**src/hw/rtl/spls_pkg.sv**
```systemverilog
// ---------------------------------------------------------------------------
// Secret pattern line scanner: shared package
// Types, pattern tables and byte codes used by the scanner modules.
// ---------------------------------------------------------------------------
`default_nettype none

package spls_pkg;

    localparam int unsigned NUM_PAT   = 11;
    localparam int unsigned MAX_LEN   = 11;
    localparam int unsigned LINE_BITS = 20;

    typedef logic [7:0]           t_byte;
    typedef logic [MAX_LEN-1:0]   t_prog;
    typedef logic [LINE_BITS-1:0] t_line;
    typedef logic [3:0]           t_pat_idx;

    typedef enum logic {
        KIND_WARN   = 1'b0,
        KIND_BINARY = 1'b1
    } t_kind;

    typedef struct packed {
        t_byte data_byte;
        logic  first_of_file;
        logic  last_of_file;
    } t_item;

    // Contents of the input register as seen by the scan stage.
    typedef struct packed {
        logic  valid;
        t_item item;
    } t_stage;

    localparam t_byte BYTE_LF    = 8'h0A;
    localparam t_byte BYTE_CR    = 8'h0D;
    localparam t_byte BYTE_TAB   = 8'h09;
    localparam t_byte BYTE_EQ    = 8'h3D;
    localparam t_byte BYTE_DQ    = 8'h22;
    localparam t_byte BYTE_SQ    = 8'h27;
    localparam t_byte CTRL_LIMIT = 8'h20;
    localparam t_byte PAD        = 8'h00;

    localparam t_byte PAT_TEXT [NUM_PAT][MAX_LEN] = '{
        '{"A", "P", "I", "_", "K", "E", "Y", PAD, PAD, PAD, PAD},
        '{"S", "E", "C", "R", "E", "T", PAD, PAD, PAD, PAD, PAD},
        '{"T", "O", "K", "E", "N", PAD, PAD, PAD, PAD, PAD, PAD},
        '{"P", "A", "S", "S", PAD, PAD, PAD, PAD, PAD, PAD, PAD},
        '{"A", "U", "T", "H", PAD, PAD, PAD, PAD, PAD, PAD, PAD},
        '{"A", "C", "C", "E", "S", "S", "_", "K", "E", "Y", PAD},
        '{"P", "R", "I", "V", "A", "T", "E", "_", "K", "E", "Y"},
        '{"A", "K", "I", "A", PAD, PAD, PAD, PAD, PAD, PAD, PAD},
        '{"A", "I", "z", "a", PAD, PAD, PAD, PAD, PAD, PAD, PAD},
        '{"g", "h", "p", "_", PAD, PAD, PAD, PAD, PAD, PAD, PAD},
        '{"s", "k", "-", PAD, PAD, PAD, PAD, PAD, PAD, PAD, PAD}
    };

    localparam t_pat_idx PAT_LEN [NUM_PAT] = '{
        4'd7, 4'd6, 4'd5, 4'd4, 4'd4, 4'd10, 4'd11, 4'd4, 4'd4, 4'd4, 4'd3
    };

    // Positions of one pattern at which the byte fits.
    function automatic t_prog pat_mask(input t_pat_idx p, input t_byte b);
        t_prog m;
        m = '0;
        for (int i = 0; i < MAX_LEN; i++) begin
            if ((t_pat_idx'(i) < PAT_LEN[p]) && (PAT_TEXT[p][i] == b)) begin
                m[i] = 1'b1;
            end
        end
        return m;
    endfunction

endpackage

`default_nettype wire

```
**src/hw/rtl/spls_if.sv**
```systemverilog
// ---------------------------------------------------------------------------
// Secret pattern line scanner: channel interfaces
// Byte request channel and report channel, each with valid and ready.
// ---------------------------------------------------------------------------
`default_nettype none

interface spls_byte_if;
    logic                 valid;
    logic                 ready;
    spls_pkg::t_byte      data_byte;
    logic                 first_of_file;
    logic                 last_of_file;

    modport source (output valid, output data_byte, output first_of_file,
                    output last_of_file, input ready);
    modport sink   (input valid, input data_byte, input first_of_file,
                    input last_of_file, output ready);
endinterface

interface spls_rep_if;
    logic                 valid;
    logic                 ready;
    spls_pkg::t_line      line_num;
    logic                 report_kind;

    modport source (output valid, output line_num, output report_kind, input ready);
    modport sink   (input valid, input line_num, input report_kind, output ready);
endinterface

`default_nettype wire

```
**src/hw/rtl/spls_in_reg.sv**
```systemverilog
// ---------------------------------------------------------------------------
// Secret pattern line scanner: input register
// Holds one byte request until the scan stage takes it.
// ---------------------------------------------------------------------------
`default_nettype none

module spls_in_reg (
    input  wire logic           i_clk,
    input  wire logic           i_rst_n,
    spls_byte_if.sink           i_byte,
    input  wire logic           i_advance,
    output spls_pkg::t_stage    o_stage
);

    logic            r_valid;
    logic            n_valid;
    spls_pkg::t_item r_item;
    logic            accept;

    assign i_byte.ready = !r_valid || i_advance;
    assign accept       = i_byte.valid && i_byte.ready;
    assign n_valid      = accept || (r_valid && !i_advance);

    always_ff @(posedge i_clk) begin
        if (!i_rst_n) begin
            r_valid <= 1'b0;
        end else begin
            r_valid <= n_valid;
        end
    end

    always_ff @(posedge i_clk) begin
        if (accept) begin
            r_item.data_byte     <= i_byte.data_byte;
            r_item.first_of_file <= i_byte.first_of_file;
            r_item.last_of_file  <= i_byte.last_of_file;
        end
    end

    assign o_stage.valid = r_valid;
    assign o_stage.item  = r_item;

endmodule

`default_nettype wire

```
**src/hw/rtl/spls_scan.sv**
```systemverilog
// ---------------------------------------------------------------------------
// Secret pattern line scanner: scan stage
// Shift-and matching, line flags, line counter and the report register.
// ---------------------------------------------------------------------------
`default_nettype none

module spls_scan #(
    parameter int unsigned LINE_COUNT_BITS = 20
) (
    input  wire logic             i_clk,
    input  wire logic             i_rst_n,
    input  wire spls_pkg::t_stage i_stage,
    output logic                  o_advance,
    spls_rep_if.source            o_report
);

    localparam logic [LINE_COUNT_BITS-1:0] COUNT_ONE =
        {{(LINE_COUNT_BITS-1){1'b0}}, 1'b1};

    spls_pkg::t_prog              r_prog [spls_pkg::NUM_PAT];
    spls_pkg::t_prog              n_prog [spls_pkg::NUM_PAT];
    logic                         r_hit, n_hit;
    logic                         r_eq, n_eq;
    logic                         r_quote, n_quote;
    logic                         r_bin, n_bin;
    logic                         r_skip, n_skip;
    logic [LINE_COUNT_BITS-1:0]   r_count, n_count;

    logic                         r_out_valid, n_out_valid;
    spls_pkg::t_line              r_line, n_line;
    spls_pkg::t_kind              r_kind, n_kind;
    logic                         res_valid;

    assign o_advance = i_stage.valid && (!r_out_valid || o_report.ready);

    always_comb begin
        spls_pkg::t_prog np;
        spls_pkg::t_byte b;
        np        = '0;
        b         = i_stage.item.data_byte;
        n_prog    = r_prog;
        n_hit     = r_hit;
        n_eq      = r_eq;
        n_quote   = r_quote;
        n_bin     = r_bin;
        n_skip    = r_skip;
        n_count   = r_count;
        res_valid = 1'b0;
        n_line    = spls_pkg::t_line'(r_count);
        n_kind    = spls_pkg::KIND_WARN;

        if (o_advance) begin
            if (i_stage.item.first_of_file) begin
                n_prog  = '{default: '0};
                n_hit   = 1'b0;
                n_eq    = 1'b0;
                n_quote = 1'b0;
                n_bin   = 1'b0;
                n_skip  = 1'b0;
                n_count = COUNT_ONE;
            end
            if (!n_skip) begin
                if (b != spls_pkg::BYTE_LF) begin
                    for (int p = 0; p < spls_pkg::NUM_PAT; p++) begin
                        np = {n_prog[p][spls_pkg::MAX_LEN-2:0], 1'b1}
                             & spls_pkg::pat_mask(spls_pkg::t_pat_idx'(p), b);
                        n_prog[p] = np;
                        if (np[spls_pkg::PAT_LEN[p] - 4'd1]) begin
                            n_hit = 1'b1;
                        end
                    end
                    if (b == spls_pkg::BYTE_EQ) begin
                        n_eq = 1'b1;
                    end
                    if ((b == spls_pkg::BYTE_DQ) || (b == spls_pkg::BYTE_SQ)) begin
                        n_quote = 1'b1;
                    end
                    if ((b < spls_pkg::CTRL_LIMIT) && (b != spls_pkg::BYTE_CR)
                        && (b != spls_pkg::BYTE_TAB)) begin
                        n_bin = 1'b1;
                    end
                end
                if ((b == spls_pkg::BYTE_LF) || i_stage.item.last_of_file) begin
                    n_line = spls_pkg::t_line'(n_count);
                    if (n_bin) begin
                        res_valid = 1'b1;
                        n_kind    = spls_pkg::KIND_BINARY;
                        n_skip    = 1'b1;
                    end else begin
                        res_valid = n_hit || (n_eq && n_quote);
                        if (!(&n_count)) begin
                            n_count = n_count + COUNT_ONE;
                        end
                    end
                    n_prog  = '{default: '0};
                    n_hit   = 1'b0;
                    n_eq    = 1'b0;
                    n_quote = 1'b0;
                    n_bin   = 1'b0;
                end
            end
        end
    end

    assign n_out_valid = o_advance ? res_valid : (r_out_valid && !o_report.ready);

    always_ff @(posedge i_clk) begin
        if (!i_rst_n) begin
            r_prog      <= '{default: '0};
            r_hit       <= 1'b0;
            r_eq        <= 1'b0;
            r_quote     <= 1'b0;
            r_bin       <= 1'b0;
            r_skip      <= 1'b0;
            r_count     <= COUNT_ONE;
            r_out_valid <= 1'b0;
        end else begin
            r_prog      <= n_prog;
            r_hit       <= n_hit;
            r_eq        <= n_eq;
            r_quote     <= n_quote;
            r_bin       <= n_bin;
            r_skip      <= n_skip;
            r_count     <= n_count;
            r_out_valid <= n_out_valid;
        end
    end

    always_ff @(posedge i_clk) begin
        if (o_advance && res_valid) begin
            r_line <= n_line;
            r_kind <= n_kind;
        end
    end

    assign o_report.valid       = r_out_valid;
    assign o_report.line_num    = r_line;
    assign o_report.report_kind = r_kind;

endmodule

`default_nettype wire

```
**src/hw/rtl/secret_pattern_line_scanner.sv**
```systemverilog
// ---------------------------------------------------------------------------
// Secret pattern line scanner
// Scans a byte stream of text files for lines that look like they hold keys.
// ---------------------------------------------------------------------------
// Usage:
// The byte channel i_byte carries one file byte per request, together with
// first_of_file (starts a new file: line count back to one, skip state and
// line state cleared) and last_of_file (the byte closes the current line).
// The report channel o_report carries at most one report per byte: the
// 1-based line number and a kind, a secret warning or a binary line, after
// which the rest of that file is ignored until the next first_of_file.
// An accepted byte waits in the input register until the scan stage takes
// it; its report, if any, is then loaded into the output register, which
// holds it visible until the receiver takes it. The scan stage takes no
// byte while a report in the output register is stalled.
// Throughput: one byte every cycle while no report is stalled, bounded by
// the update of the shift-and vectors and line flags held in the scan stage.
// Reset clears the input and output registers, all line state, and sets the
// line counter to one. When the receiver stalls, the report is held in the
// output register; one more byte may wait in the input register, after
// which ready falls until the report is taken.
// ---------------------------------------------------------------------------
`default_nettype none

module secret_pattern_line_scanner #(
    parameter int unsigned LINE_COUNT_BITS = 20
) (
    input  wire logic      i_clk,
    input  wire logic      i_rst_n,
    spls_byte_if.sink      i_byte,
    spls_rep_if.source     o_report
);

    // Input register contents and the move from it into the scan stage.
    spls_pkg::t_stage stage;
    logic             advance;

    spls_in_reg u_in_reg (
        .i_clk     (i_clk),
        .i_rst_n   (i_rst_n),
        .i_byte    (i_byte),
        .i_advance (advance),
        .o_stage   (stage)
    );

    // Scanning, line bookkeeping and the report register all live here.
    spls_scan #(
        .LINE_COUNT_BITS (LINE_COUNT_BITS)
    ) u_scan (
        .i_clk     (i_clk),
        .i_rst_n   (i_rst_n),
        .i_stage   (stage),
        .o_advance (advance),
        .o_report  (o_report)
    );

endmodule

`default_nettype wire

```
**src/flat_wrapper.sv**
```systemverilog
// flat-port wrapper written by rule: the top's interface ports become plain ports
module secret_pattern_line_scanner_flat 
#(
    parameter int unsigned LINE_COUNT_BITS = 20
)
  (i_clk, i_rst_n, i_byte_valid, i_byte_data_byte, i_byte_first_of_file, i_byte_last_of_file, i_byte_ready, o_report_valid, o_report_line_num, o_report_report_kind, o_report_ready);
  spls_byte_if i_byte_i ();
  spls_rep_if o_report_i ();
  input  wire logic i_clk;
  input  wire logic i_rst_n;
  input wire logic [$bits(i_byte_i.valid)-1:0] i_byte_valid;
  input wire logic [$bits(i_byte_i.data_byte)-1:0] i_byte_data_byte;
  input wire logic [$bits(i_byte_i.first_of_file)-1:0] i_byte_first_of_file;
  input wire logic [$bits(i_byte_i.last_of_file)-1:0] i_byte_last_of_file;
  output wire logic [$bits(i_byte_i.ready)-1:0] i_byte_ready;
  output wire logic [$bits(o_report_i.valid)-1:0] o_report_valid;
  output wire logic [$bits(o_report_i.line_num)-1:0] o_report_line_num;
  output wire logic [$bits(o_report_i.report_kind)-1:0] o_report_report_kind;
  input wire logic [$bits(o_report_i.ready)-1:0] o_report_ready;
  assign i_byte_i.valid = i_byte_valid;
  assign i_byte_i.data_byte = i_byte_data_byte;
  assign i_byte_i.first_of_file = i_byte_first_of_file;
  assign i_byte_i.last_of_file = i_byte_last_of_file;
  assign i_byte_ready = i_byte_i.ready;
  assign o_report_valid = o_report_i.valid;
  assign o_report_line_num = o_report_i.line_num;
  assign o_report_report_kind = o_report_i.report_kind;
  assign o_report_i.ready = o_report_ready;
  secret_pattern_line_scanner #(.LINE_COUNT_BITS(LINE_COUNT_BITS)) u_core (.i_clk(i_clk), .i_rst_n(i_rst_n), .i_byte(i_byte_i), .o_report(o_report_i));
endmodule
```
**config.mk**
```make
export PLATFORM = sky130hd
export DESIGN_NAME = secret_pattern_line_scanner_flat
export DESIGN_NICKNAME = d
export VERILOG_FILES = /design/src/hw/rtl/spls_pkg.sv /design/src/hw/rtl/spls_if.sv /design/src/hw/rtl/spls_in_reg.sv /design/src/hw/rtl/spls_scan.sv /design/src/hw/rtl/secret_pattern_line_scanner.sv /design/src/flat_wrapper.sv
export SDC_FILE = /design/constraint.sdc
export NUM_CORES = 1
export LEC_CHECK = 0
export ABC_AREA = 1
export BUFFER_PORTS_ARGS = -buffer_cell sky130_fd_sc_hd__buf_2
export CAP_MARGIN = 25
export CORE_MARGIN = 1
export CORE_UTILIZATION = 55
export DETAILED_ROUTE_END_ITERATION = 10
export GPL_TIMING_DRIVEN = 0
export PLACE_DENSITY_LB_ADDON = 0.1
export SYNTH_ARGS = -nofsm -noshare
export SYNTH_HDL_FRONTEND = slang
export SYNTH_SLANG_ARGS = --single-unit
```
**constraint.sdc**
```tcl
create_clock -name i_clk -period 2.3 [get_ports i_clk]
set_input_delay 0.345 -clock i_clk [delete_from_list [all_inputs] [get_ports i_clk]]
set_output_delay 0.345 -clock i_clk [all_outputs]
set_load 0.05 [all_outputs]
```
==> impl_metrics.tcl <==
set metrics [dict create \
    grt_pass1_wl_mm 25.5 \
    cts_tree "yes" \
    rsz0062_at_grt "true" \
    core_sq_mm 0.00991 \
    die_w_um 104 \
    clkTransAtPathRegs_ns 0.11 \
    cp_cell_sequence "buf_8 > buf_12 > buf_8 > nor2_4 > inv_2 > ha_4 > nand2_2 > inv_2 > nand2_2 > nor2_4 > nand4_4 > nand2_8 > buf_6 > nor3_4 > nand4_1 > nand2_1 > nor2_1" \
    grt.total_usage_pct 30.8 \
    worstSetupPathType "flip-flop to flip-flop" \
    netlist_area_sq_mm 0.00569 \
    synthArstFlopShare_pct 0 \
    drt_iter0_drc 642 \
    initial_core_util_pct 57.4 \
    ys_seq_area_share_pct 43.8 \
    regArea_sq_mm 0.00249 \
    h-tree-depth 3 \
    worst_slew_pin_slew_ns 0.817 \
    critical-path-max-stage-delay_ns 0.42 \
    synth_xor_area_share_pct 0 \
    clk-insertion-delay-late_ns 0.40 \
    ys_warn_count 0 \
    seqPwrFrac_pct 56.3 \
    pin_count 37 \
    diodes 0 \
    worstPathRequired_ns 2.57 \
    clockRootBuffer "clkbuf_8" \
    min_period_over_period_pct 99.4 \
    routed_wl_mm 16.3 \
    final_common_cell "nor2_1" \
    synthSimpleGateAreaFrac_pct 30.1 \
    io_buffers 36 \
    placed_area_sq_mm 0.00604 \
    drive_gt1_share_pct 17.1 \
    arrival_ns 2.56 \
    critPathCaptureType "flip-flop" \
    slew_violations 0 \
    synthFlopType "dfxtp_1" \
    design_area_sq_mm 0.00649 \
    synth_compound_area_share_pct 15.3 \
    cts-buffers-inserted 9 \
    grt_pass1_vias 4928 \
    stdcell_count 945 \
    synth-seq-cells 109 \
    synth_top_family_by_area "simple AND/OR/NAND/NOR gates" \
    comb_power_share_pct 12.3 \
    total_leakage_power_nw 2.41 \
    layout.nets 822 \
    firstDrtPassIters 5 \
    p_sw_mw 1.01 \
    fillCellCount 883 \
    powerDensity_mw_per_mm2 567 \
    die_y_um 104 \
    syn2layout_area_growth_pct 14.0 \
    final_cell_mix "106 x nor2_1, 97 x nand2_1, 96 x inv_1" \
    cts_buffer_depth 2 \
    syn_inst 747 \
    fmax_mhz 437 \
    via_count 5548 \
    multi_input_area_sq_mm 0.00269 \
    avgSynthCellArea_sq_um 7.62 \
    min_path_type "input port to flip-flop" \
    clkSinkCount 109 \
    wl_per_cell_um 17.3 \
    route.detailed.drc 0 \
    ant_nets 0 \
    critPathMaxFanout 8 \
    finalPower_mw 3.68 \
    hold_viol 0 \
    synth-edff-count 31 \
    utilization_pct 65.5 \
    cp-start-kind "flip-flop" \
    switching_share_pct 27.5 \
    syn_nets 762 \
    critPathSlowestCell "edfxtp_1" \
    irDropWorstVdd_mv 0.467 \
    placed_cells_incl_taps 916 \
    fin_crit_ns 2.29 \
    dpl.hpwl_mm 11.7 \
    grt_max_degree 18 \
    fin_worst_skew_ns 0.0183 \
    synth_fa_ha_area_share_pct 0.220 \
    clockPowerShare_pct 31.4 \
    ys_types 47 \
    intPower_mw 2.67 \
    max-slew-margin-rel_pct 45.1 \
    via_per_inst 5.87 \
    antenna_found_initial 0 \
    report.final.setup_viol 0 \
    die_area_sq_mm 0.0108 \
    postCtsHoldBufs 0 \
    gp_congestion 0.936 \
    grt_overflow 0 \
    rows 36 \
    muxShareOfSynthArea_pct 0 \
    outcome "complete, no violations" \
    cap_violations 0 \
]
[registers in the layout, summed over array words and instances (netlist names), 10 cells and up]
name	flops
u_core.u_in_reg.o_stage	10
u_core.u_scan.r_count	20
u_core.u_scan.r_prog	51
u_core.u_scan.o_report.line_num	20
[timing repair]
item / 4_1_cts / 5_1_grt
pin swaps: 10 / 8
endpoints found under the setup margin: 41 / 40
cloned: 1 / 1
setup buffers: 9 / 2
gates resized for setup: 23 / 16
[critical path: cells and delay by family (launching register included)]
family / cells / cell delay (ns)
buffers and inverters: 6 / 0.63
flip-flops: 1 / 0.42
adder cells (fa/ha/maj): 1 / 0.16
AND/OR/NAND/NOR: 10 / 0.95
[cell families (layout without fill, tap and decap cells)]
group,after synthesis,in the layout
compound gates,145,145
flops,109,109
simple gates,343,343
fa+ha+maj,1,1
buf+inv,149,214
[power groups by stage]
stage / logic [mW] / clock network (mW) / registers [mW]
finish: 0.453 / 1.16 / 2.07
CTS: 0.433 / 1.17 / 2.07
floorplan: 0.260 / 0 / 2.13
detailed placement: 0.401 / 0 / 2.11
global route: 0.483 / 1.24 / 2.08
global placement: 0.392 / 0 / 2.11
[metal layers]
| metal | global-route usage, % | part of all wire [%] | up-vias |
|---|---|---|---|
| met3 | 7.11 | 9.4 | 51 |
| met4 | 12.8 | 3.9 | 0 |
| met1 | 40.2 | 41 | 2573 |
| met5 | 0 | 0 | - |
| met2 | 49.1 | 45 | 295 |
| li1 | - | - | 2629 |
[metrics by stage]
step                      setup slack, ns  hold slack (ns)  TNS [ns]
after global placement             -0.511            0.448    -12.74
after global routing               -0.118            0.107    -0.543
after floorplan                    0.0442            0.433         0
after CTS                        0.000406            0.113         0
final                              0.0138            0.131         0
after detailed placement           -0.558            0.450    -14.69
[cell usage after synthesis, types with 2 or more instances]
library cell,instances,share of area [%]
nor2_1,108,7.1
nand2_1,101,6.7
inv_1,99,6.5
dfxtp_1,78,27
a21oi_1,76,6.7
nand3_1,46,4.0
edfxtp_1,31,16
nand4_1,29,3.2
a221oi_1,27,4.2
o21ai_0,25,2.2
clkbuf_1,24,1.6
nor3_1,17,1.5
buf_2,10,0.88
nor2_2,8,0.88
nor2_4,8,1.6
inv_2,7,0.46
nor3_2,4,0.70
nor4_1,4,0.44
a31oi_1,3,0.33
buf_1,3,0.20
buf_4,3,0.40
nand2_2,3,0.33
nand2_4,3,0.59
nor3_4,3,0.86
nand3b_1,2,0.26
nand4_2,2,0.44
o21a_1,2,0.26
o21ai_1,2,0.18
[worst paths after layout]
path | startpoint | to | slack, ns | cells after the start
worst max-delay path | u_core.u_in_reg.o_stage[1] | u_core.u_scan.r_count[14] | 0.01 | 17
worst min-delay path | i_byte_data_byte[3] | u_core.u_in_reg.o_stage[5] | 0.13 | 1
worst max register to register | u_core.u_in_reg.o_stage[1] | u_core.u_scan.r_count[14] | 0.01 | 17
worst min register to register | u_core.u_scan.r_eq | u_core.u_scan.r_eq | 0.47 | 2
[layout make-up]
class                           instances  area share, %
Buffer                                 41           3.51
Timing Repair Buffer                   47           4.49
Timing Repair inverter                  2          0.231
Clock buffer                            9           1.91
Multi-Input combinational cell        489           41.4
Inverter                              108           6.46
Tap cell                              133           2.56
Clock inverter                          7           1.02
Sequential cell                       109           38.4
No activity file was read; power rests on OpenSTA's default activity.
